--- config.mk ---
export PLATFORM = sky130hd
export DESIGN_NAME = unique_key_table_top_flat
export DESIGN_NICKNAME = d
export VERILOG_FILES = /design/src/sv/ukt_pkg.sv /design/src/sv/ukt_if.sv /design/src/sv/unique_key_table_top.sv /design/src/flat_wrapper.sv
export VERILOG_INCLUDE_DIRS = /design/src /design/src/sv
export SDC_FILE = /design/constraint.sdc
export NUM_CORES = 2
export LEC_CHECK = 0
export BUFFER_PORTS_ARGS = -buffer_cell sky130_fd_sc_hd__buf_2
export CAP_MARGIN = 10
export CORE_ASPECT_RATIO = 0.9
export CORE_MARGIN = 2
export CORE_UTILIZATION = 35
export CTS_CLUSTER_SIZE = 20
export DETAILED_ROUTE_END_ITERATION = 8
export PLACE_DENSITY = 0.57
export SLEW_MARGIN = 10
export SYNTH_ARGS = -nofsm -noshare
export SYNTH_HDL_FRONTEND = slang
export SYNTH_SLANG_ARGS = --single-unit
--- constraint.sdc ---
create_clock -name clk -period 16.5 [get_ports clk]
set_input_delay 1.65 -clock clk [delete_from_list [all_inputs] [get_ports clk]]
set_output_delay 1.65 -clock clk [all_outputs]
set_load 0.02 [all_outputs]
--- src/sv/unique_key_table_top_assert.svh ---
// assertion macros for the unique key table
`ifndef UNIQUE_KEY_TABLE_TOP_ASSERT_SVH
`define UNIQUE_KEY_TABLE_TOP_ASSERT_SVH

// same-cycle implication
`define UKT_ASSERT_IMPL(label, ante, cons) \
	label: assert property (@(posedge clk) disable iff (!arst_n) (ante) |-> (cons)) \
		else $error("unique key table check failed");

// next-cycle implication
`define UKT_ASSERT_NEXT(label, ante, cons) \
	label: assert property (@(posedge clk) disable iff (!arst_n) (ante) |=> (cons)) \
		else $error("unique key table check failed");

`endif

--- src/sv/ukt_pkg.sv ---
// types and codes shared by the unique key table files
package ukt_pkg;

	typedef enum logic [1:0] {
		CMD_ADD = 2'd0,
		CMD_DEL = 2'd1,
		CMD_UPD = 2'd2,
		CMD_GET = 2'd3
	} cmd_t;

	typedef enum logic [2:0] {
		ST_OK       = 3'd0,
		ST_FULL     = 3'd1,
		ST_ADD_DUP  = 3'd2,
		ST_GET_MISS = 3'd3,
		ST_DEL_MISS = 3'd4,
		ST_UPD_MISS = 3'd5,
		ST_UPD_DUP  = 3'd6
	} status_t;

	typedef enum logic [1:0] {
		S_IDLE,
		S_SCAN,
		S_SHIFT,
		S_DONE
	} fsm_t;

	localparam int KEY_W    = 32;
	localparam int PAY_W    = 64;
	localparam int CNT_W    = 5;
	localparam int CAP_W    = 5;
	localparam int STATUS_W = 3;
	localparam int CMD_W    = 2;

endpackage

--- src/sv/ukt_if.sv ---
// command and response channels of the unique key table
interface ukt_req_if;
	logic              valid;
	logic              ready;
	logic [1:0]        cmd;
	logic signed [31:0] key;
	logic signed [31:0] new_key;
	logic [63:0]       payload;

	modport source (output valid, cmd, key, new_key, payload, input ready);
	modport sink (input valid, cmd, key, new_key, payload, output ready);
endinterface

interface ukt_rsp_if;
	logic        valid;
	logic        ready;
	logic [2:0]  status;
	logic [63:0] read_payload;
	logic [4:0]  entry_count;

	modport source (output valid, status, read_payload, entry_count, input ready);
	modport sink (input valid, status, read_payload, entry_count, output ready);
endinterface

--- src/sv/unique_key_table_top.sv ---
// unique key table: packed key/payload table with add, delete, update and get
// One command at a time. A command reads the key and payload memories (one
// registered read port) once per held entry to find the key before its
// response is loaded; an add into a full table skips the scan. A delete
// then walks the later entries once more, moving each down one place
// through the same read port and the write port. The next command is taken
// once the response is in the output register, even if it has not been
// consumed yet. Capacity writes go straight to the register and values
// above DEPTH act as DEPTH.
`include "unique_key_table_top_assert.svh"

module unique_key_table_top #(
	parameter int DEPTH        = 16,
	parameter int PAYLOAD_BITS = 64
) (
	input  logic                     clk,
	input  logic                     arst_n,
	input  logic                     cfg_we,
	input  logic [ukt_pkg::CAP_W-1:0] cfg_wdata,
	ukt_req_if.sink                  req,
	ukt_rsp_if.source                rsp
);
	import ukt_pkg::*;

	localparam int AW   = (DEPTH > 1) ? $clog2(DEPTH) : 1;
	localparam int CW   = $clog2(DEPTH + 1);
	localparam int CMPW = (CW > CAP_W) ? CW : CAP_W;
	localparam logic [CW-1:0] DEPTH_C = CW'(DEPTH);

	// storage
	logic [KEY_W-1:0]        key_mem [DEPTH];
	logic [PAYLOAD_BITS-1:0] pay_mem [DEPTH];

	// control registers
	fsm_t             state_q, state_d;
	logic [CAP_W-1:0] cap_q;
	logic [CW-1:0]    count_q;
	logic             cmp_v_s1;
	logic             rsp_valid_q;

	// working registers
	cmd_t                    op_q;
	logic [KEY_W-1:0]        key_q;
	logic [KEY_W-1:0]        nkey_q;
	logic [PAYLOAD_BITS-1:0] pay_q;
	logic [CW-1:0]           ptr_q;
	logic                    found_q;
	logic [AW-1:0]           hit_idx_q;
	logic                    nk_other_q;
	logic [PAYLOAD_BITS-1:0] get_pay_q;
	status_t                 res_q, res_d;
	logic [AW-1:0]           cmp_idx_s1;
	logic [KEY_W-1:0]        rd_key_s1;
	logic [PAYLOAD_BITS-1:0] rd_pay_s1;
	status_t                 rsp_status_q;
	logic [PAY_W-1:0]        rsp_pay_q;
	logic [CNT_W-1:0]        rsp_cnt_q;

	// memory port controls
	logic                    rd_en;
	logic [AW-1:0]           rd_addr;
	logic                    wr_en;
	logic [AW-1:0]           wr_addr;
	logic [KEY_W-1:0]        wr_key;
	logic [PAYLOAD_BITS-1:0] wr_pay;

	logic            accept;
	logic            full;
	logic            rd_more;
	logic            key_hit;
	logic            first_hit;
	logic            cnt_inc;
	logic            cnt_dec;
	logic            load_rsp;
	logic [CMPW-1:0] count_ext;

	assign count_ext = CMPW'(count_q);
	assign full      = (count_ext >= CMPW'(cap_q)) || (count_q == DEPTH_C);
	assign rd_more   = ptr_q < count_q;
	assign key_hit   = rd_key_s1 == key_q;
	assign first_hit = key_hit && !found_q;

	assign req.ready = (state_q == S_IDLE);
	assign accept    = req.valid && req.ready;

	assign rsp.valid        = rsp_valid_q;
	assign rsp.status       = rsp_status_q;
	assign rsp.read_payload = rsp_pay_q;
	assign rsp.entry_count  = rsp_cnt_q;

	always_comb begin
		state_d  = state_q;
		res_d    = res_q;
		rd_en    = 1'b0;
		rd_addr  = ptr_q[AW-1:0];
		wr_en    = 1'b0;
		wr_addr  = hit_idx_q;
		wr_key   = nkey_q;
		wr_pay   = pay_q;
		cnt_inc  = 1'b0;
		cnt_dec  = 1'b0;
		load_rsp = 1'b0;
		unique case (state_q)
			S_IDLE: begin
				if (req.valid) begin
					if (cmd_t'(req.cmd) == CMD_ADD && full) begin
						res_d   = ST_FULL;
						state_d = S_DONE;
					end else begin
						state_d = S_SCAN;
					end
				end
			end
			S_SCAN: begin
				rd_en = rd_more;
				if (!rd_more && !cmp_v_s1) begin
					state_d = S_DONE;
					res_d   = ST_OK;
					case (op_q)
						CMD_ADD: begin
							if (found_q) begin
								res_d = ST_ADD_DUP;
							end else begin
								wr_en   = 1'b1;
								wr_addr = count_q[AW-1:0];
								wr_key  = key_q;
								cnt_inc = 1'b1;
							end
						end
						CMD_DEL: begin
							if (!found_q) begin
								res_d = ST_DEL_MISS;
							end else begin
								state_d = S_SHIFT;
							end
						end
						CMD_UPD: begin
							if (!found_q) begin
								res_d = ST_UPD_MISS;
							end else if (nk_other_q) begin
								res_d = ST_UPD_DUP;
							end else begin
								wr_en = 1'b1;
							end
						end
						default: begin
							if (!found_q) begin
								res_d = ST_GET_MISS;
							end
						end
					endcase
				end
			end
			S_SHIFT: begin
				// read entry j+2 while writing entry j, never the same address
				rd_en = rd_more;
				if (cmp_v_s1) begin
					wr_en   = 1'b1;
					wr_addr = cmp_idx_s1 - AW'(1);
					wr_key  = rd_key_s1;
					wr_pay  = rd_pay_s1;
				end
				if (!rd_more && !cmp_v_s1) begin
					cnt_dec = 1'b1;
					state_d = S_DONE;
				end
			end
			S_DONE: begin
				if (!rsp_valid_q || rsp.ready) begin
					load_rsp = 1'b1;
					state_d  = S_IDLE;
				end
			end
			default: begin
				state_d = S_IDLE;
			end
		endcase
	end

	always_ff @(posedge clk or negedge arst_n) begin
		if (!arst_n) begin
			state_q     <= S_IDLE;
			cap_q       <= CAP_W'(16);
			count_q     <= '0;
			cmp_v_s1    <= 1'b0;
			rsp_valid_q <= 1'b0;
		end else begin
			state_q  <= state_d;
			cmp_v_s1 <= rd_en;
			if (cfg_we) begin
				cap_q <= cfg_wdata;
			end
			if (cnt_inc) begin
				count_q <= count_q + CW'(1);
			end else if (cnt_dec) begin
				count_q <= count_q - CW'(1);
			end
			if (load_rsp) begin
				rsp_valid_q <= 1'b1;
			end else if (rsp.ready) begin
				rsp_valid_q <= 1'b0;
			end
		end
	end

	always_ff @(posedge clk) begin
		res_q      <= res_d;
		cmp_idx_s1 <= rd_addr;
		if (accept) begin
			op_q       <= cmd_t'(req.cmd);
			key_q      <= req.key;
			nkey_q     <= req.new_key;
			pay_q      <= req.payload[PAYLOAD_BITS-1:0];
			ptr_q      <= '0;
			found_q    <= 1'b0;
			nk_other_q <= 1'b0;
		end
		if (rd_en) begin
			ptr_q <= ptr_q + CW'(1);
		end
		if (state_q == S_SCAN && state_d == S_SHIFT) begin
			ptr_q <= CW'(hit_idx_q) + CW'(1);
		end
		if (state_q == S_SCAN && cmp_v_s1) begin
			if (first_hit) begin
				found_q   <= 1'b1;
				hit_idx_q <= cmp_idx_s1;
				get_pay_q <= rd_pay_s1;
			end
			if (rd_key_s1 == nkey_q && !first_hit) begin
				nk_other_q <= 1'b1;
			end
		end
		if (load_rsp) begin
			rsp_status_q <= res_q;
			rsp_pay_q    <= (res_q == ST_OK && op_q == CMD_GET) ? PAY_W'(get_pay_q) : '0;
			rsp_cnt_q    <= count_ext[CNT_W-1:0];
		end
	end

	always_ff @(posedge clk) begin
		if (wr_en) begin
			key_mem[wr_addr] <= wr_key;
			pay_mem[wr_addr] <= wr_pay;
		end
	end

	always_ff @(posedge clk) begin
		if (rd_en) begin
			rd_key_s1 <= key_mem[rd_addr];
			rd_pay_s1 <= pay_mem[rd_addr];
		end
	end

	`UKT_ASSERT_NEXT(a_accept_starts, accept, state_q != S_IDLE)
	`UKT_ASSERT_IMPL(a_write_busy, wr_en, (state_q == S_SCAN) || (state_q == S_SHIFT))
	`UKT_ASSERT_IMPL(a_read_held, rd_en, CW'(rd_addr) < count_q)
	`UKT_ASSERT_NEXT(a_count_quiet, (state_q == S_IDLE) || (state_q == S_DONE), $stable(count_q))

endmodule
--- src/flat_wrapper.sv ---
// flat-port wrapper written by rule: the top's interface ports become plain ports
module unique_key_table_top_flat import ukt_pkg::*;
#(
	parameter int DEPTH        = 16,
	parameter int PAYLOAD_BITS = 64
)
  (clk, arst_n, cfg_we, cfg_wdata, req_valid, req_cmd, req_key, req_new_key, req_payload, req_ready, rsp_valid, rsp_status, rsp_read_payload, rsp_entry_count, rsp_ready);
  ukt_req_if req_i ();
  ukt_rsp_if rsp_i ();
  input  logic clk;
  input  logic arst_n;
  input  logic cfg_we;
  input  logic [ukt_pkg::CAP_W-1:0] cfg_wdata;
  input wire logic [$bits(req_i.valid)-1:0] req_valid;
  input wire logic [$bits(req_i.cmd)-1:0] req_cmd;
  input wire logic [$bits(req_i.key)-1:0] req_key;
  input wire logic [$bits(req_i.new_key)-1:0] req_new_key;
  input wire logic [$bits(req_i.payload)-1:0] req_payload;
  output wire logic [$bits(req_i.ready)-1:0] req_ready;
  output wire logic [$bits(rsp_i.valid)-1:0] rsp_valid;
  output wire logic [$bits(rsp_i.status)-1:0] rsp_status;
  output wire logic [$bits(rsp_i.read_payload)-1:0] rsp_read_payload;
  output wire logic [$bits(rsp_i.entry_count)-1:0] rsp_entry_count;
  input wire logic [$bits(rsp_i.ready)-1:0] rsp_ready;
  assign req_i.valid = req_valid;
  assign req_i.cmd = req_cmd;
  assign req_i.key = req_key;
  assign req_i.new_key = req_new_key;
  assign req_i.payload = req_payload;
  assign req_ready = req_i.ready;
  assign rsp_valid = rsp_i.valid;
  assign rsp_status = rsp_i.status;
  assign rsp_read_payload = rsp_i.read_payload;
  assign rsp_entry_count = rsp_i.entry_count;
  assign rsp_i.ready = rsp_ready;
  unique_key_table_top #(.DEPTH(DEPTH), .PAYLOAD_BITS(PAYLOAD_BITS)) u_core (.clk(clk), .arst_n(arst_n), .cfg_we(cfg_we), .cfg_wdata(cfg_wdata), .req(req_i), .rsp(rsp_i));
endmodule
==> reports/metrics.json <==
{
  "number_of_antenna_violations_at_the_first_check_in_global_routing": {"value": 15},
  "groute.usage.overall": {"value": 16.0, "unit": "%"},
  "drt_pass1_iterations": {"value": 6},
  "synth.ff_latch_count": {"value": 1930},
  "yosys.area.top_type": {"value": "edfxtp_1"},
  "worstSkewPairLatency": {"value": 840, "unit": "ps"},
  "cts-htree-levels": {"value": 4},
  "setup_viol": {"value": 0},
  "critical_path.n_buffers_inverters": {"value": 4},
  "crit_path_slowest_cell": {"value": "buf_4"},
  "pwr_density_cell": {"value": 179, "unit": "nW/um2"},
  "synth_compound_area_share": {"value": 1.29, "unit": "%"},
  "avgSynthCellArea": {"value": 23.5, "unit": "um2"},
  "ios": {"value": 214},
  "reg2reg_slack": {"value": 10990, "unit": "ps"},
  "grt_max_degree": {"value": 146},
  "maximum_fanout_along_the_worst_path": {"value": 60},
  "synth-edff-count": {"value": 1910},
  "hold_path_class": {"value": "reg -> reg"},
  "ctsResizeCount": {"value": 0},
  "vias": {"value": 33401},
  "design.die.area": {"value": 213000, "unit": "um2"},
  "rsz0062_at_grt": {"value": "no"},
  "drt_wl_total": {"value": 172000, "unit": "um"},
  "worst_setup_path_start_kind": {"value": "register"},
  "synthesis.area": {"value": 73300, "unit": "um2"},
  "synthMuxAreaShare": {"value": 15.9, "unit": "%"},
  "tcrit_tclk_final": {"value": 33.4, "unit": "%"},
  "port_buffers": {"value": 213},
  "synth.lib_cells_used.distinct": {"value": 63},
  "grt_pass1_vias": {"value": 34530},
  "timing.final.hold_violations": {"value": 0},
  "synth_flop_cell": {"value": "edfxtp_1"},
  "synth_fp_nets": {"value": 3280},
  "drv_cap": {"value": 0},
  "worst_path_class_setup": {"value": "reg -> reg"},
  "minimum_period_implied_by_the_final_worst_setup_slack": {"value": 5510, "unit": "ps"},
  "tightestPinTransition": {"value": 1160, "unit": "ps"},
  "floorplan.core_area": {"value": 208000, "unit": "um2"},
  "total_global_routing_overflow": {"value": 0},
  "yosysWarningCount": {"value": 0},
  "clk_path_buf_depth": {"value": 3},
  "worst_path_most_repeated_cell": {"value": "buf_4"},
  "post_synth_inst_count": {"value": 3119},
  "floorplan.initialDensity": {"value": 35.2, "unit": "%"},
  "clock-skew-final": {"value": 63.6, "unit": "ps"},
  "cts.sink_count": {"value": 1930},
  "synth_sequential_area_ratio": {"value": 78.9, "unit": "%"},
  "slew_headroom": {"value": 22.8, "unit": "%"},
  "outcome": {"value": "complete, no violations"},
  "ir_drop": {"value": 207, "unit": "uV"},
  "post_synth_main_area_contributors": {"value": "edfxtp_1 (78%), mux4_2 (15%), mux2_2 (1.0%)"},
  "sequence_of_cells_on_the_critical_path": {"value": "buf_4 -> ha_1 -> nand2_1 -> o21a_2 -> o21a_1 -> buf_4 -> a221oi_1 -> nand3b_1 -> nor4_2 -> buf_4 -> buf_4"},
  "drive_above_1_share": {"value": 31.4, "unit": "%"},
  "place.detailed.hpwl": {"value": 91100, "unit": "um"},
  "cts_root_buf": {"value": "clkbuf_16"},
  "fp.dieH": {"value": 438, "unit": "um"},
  "route.detailed.wl_per_inst": {"value": 27.2, "unit": "um"},
  "routabilityCongestion": {"value": 0.819},
  "cts_made_buffers": {"value": 191},
  "maxClockFrequency": {"value": 182, "unit": "MHz"},
  "worst-endpoint-arrival": {"value": 5930, "unit": "ps"},
  "dieWidth": {"value": 486, "unit": "um"},
  "ant_nets": {"value": 0},
  "rows": {"value": 159},
  "cts_tree": {"value": "yes"},
  "vias_per_cell": {"value": 5.28},
  "drv_slew": {"value": 0},
  "synth_top_cell_area_share": {"value": 78.2, "unit": "%"},
  "fin_nets": {"value": 3600},
  "initialDrtViolationCount": {"value": 3519},
  "crit_path_end_kind": {"value": "register"},
  "drt_drc_violations_left": {"value": 0},
  "synth_async_reset_ratio": {"value": 0.725, "unit": "%"},
  "synth-adder-area-share": {"value": 0.369, "unit": "%"},
  "synth-simple-area-share": {"value": 1.74, "unit": "%"},
  "grt_first_pass_wirelength": {"value": 248000, "unit": "um"},
  "cp_slowest_stage_delay": {"value": 970, "unit": "ps"},
  "fillerInstances": {"value": 18184},
  "clock_transition_at_the_registers_of_the_reported_paths": {"value": 60, "unit": "ps"},
  "leakage": {"value": 0.0262, "unit": "uW"},
  "combinational_family_with_the_most_area_after_synthesis": {"value": "multiplexers"},
  "path_delay_family": {"value": "buffers and inverters"},
  "final.setup.tns": {"value": 0, "unit": "ps"},
  "synthToLayoutAreaGrowth": {"value": 14.4, "unit": "%"},
  "critPathRequiredTime": {"value": 16930, "unit": "ps"},
  "worst_hold_slack": {"value": 447, "unit": "ps"},
  "xor_xnor_portion_of_the_synthesized_cell_area": {"value": 0.908, "unit": "%"},
  "cts_hold_buffers": {"value": 0},
  "cts_setup_buffers": {"value": 0}
}
-- final timing paths --
kind                                          start  depth (start not counted)                endpoint
worst max-delay path                u_core.ptr_q[1]                         11  u_core.pay_mem[12][10]
worst min-delay path            u_core.rd_pay_s1[9]                          0     u_core.get_pay_q[9]
worst max register to register      u_core.ptr_q[1]                         11  u_core.pay_mem[12][10]
worst min register to register  u_core.rd_pay_s1[9]                          0     u_core.get_pay_q[9]
max in group asynchronous                    arst_n                          1         u_core.cmp_v_s1
min in group asynchronous                    arst_n                          1     u_core.count_ext[2]
-- registers in the layout (all words and copies together) (netlist names), 2 cells and up --
name and cells:
u_core.op_q 2, u_core.ptr_q 5, u_core.key_q 32, u_core.count_ext 5, u_core.pay_q 64, u_core.rd_key_s1 32, u_core.rsp.status 3, u_core.hit_idx_q 4
u_core.key_mem 512, u_core.pay_mem 1024, u_core.state_q 2, u_core.rsp.read_payload 64, u_core.get_pay_q 64, u_core.rsp.entry_count 5, u_core.cmp_idx_s1 4, u_core.rd_pay_s1 64
u_core.cap_q 5, u_core.res_q 3, u_core.nkey_q 32
-- layout by cell type (no fill, tap or decap), drive strengths merged, types with 10 or more instances in the layout --
| cell | Yosys | layout |
|---|---|---|
| clkinv | 1 | 74 |
| edfxtp | 1910 | 1910 |
| nand2 | 54 | 54 |
| xor2 | 52 | 52 |
| nor4 | 22 | 22 |
| clkinvlp | 0 | 10 |
| inv | 24 | 33 |
| nand3 | 42 | 42 |
| clkbuf | 97 | 233 |
| ha | 20 | 20 |
| a221o | 33 | 33 |
| and2 | 67 | 67 |
| dfrtp | 13 | 13 |
| nor3 | 12 | 12 |
| bufinv | 0 | 11 |
| nor2 | 13 | 13 |
| o21ai | 18 | 18 |
| mux2 | 65 | 65 |
| buf | 51 | 275 |
| xnor2 | 24 | 24 |
| mux4 | 480 | 480 |
| a21oi | 44 | 44 |
-- cells in the mapped netlist, types with 24 or more instances --
library cell / count
a21oi_1: 44
xnor2_1: 24
mux4_2: 480
xor2_1: 52
mux2_2: 65
buf_2: 43
nand3_1: 42
a221o_1: 32
nand2_1: 54
edfxtp_1: 1910
and2_1: 67
clkbuf_1: 97
inv_1: 24
-- area by class of cell --
class                   count  area [um2]  share of cell area (%)
well taps                2737        3420                    4.08
inverters                  25        98.8                   0.118
repair buffers            275        1680                    2.00
multi-input cells        1016       14900                    17.8
clock buffers             233        4980                    5.93
clock inverters           103         982                    1.17
diodes                      2        5.00                 0.00596
flip-flops and latches   1930       57800                    68.9
-- power breakdown --
part | internal, uW | total (uW) | switching [uW]
clock | 2330 | 4180 | 1860
sequential | 6550 | 6850 | 303
combinational | 1560 | 4000 | 2430
-- logic make-up (layout without fill, tap and decap cells) --
kind of cell             Yosys count  in the layout
flip-flops                      1930           1930
multiplexers                     554            554
AND/OR/NAND/NOR                  237            237
buffers and inverters            173            636
AO/OA/AOI/OAI                    128            128
XOR/XNOR                          76             76
adder cells (fa/ha/maj)           21             21
other                              0              2
-- stage by stage --
step                      power [uW]  setup slack, ps  util (%)  std cells  instance area, um2
after global routing           15700            10650      40.3       6320               83900
final                          15000            10990      40.3       6321               83900
after floorplan                 9630             4670         -       3119               73300
after detailed placement       11000            10960      37.4       5983               78000
after CTS                      15200            10940      40.2       6319               83900
after global placement         11000            10890      37.4       5983               78000
-- routing by layer --
layer | global-route usage, % | wire length (um)
met5 | 0 | 37
met4 | 3.94 | 3380
met3 | 3.24 | 12100
met2 | 24.1 | 77500
met1 | 23.9 | 78900
(Power assumes the default switching activity.)
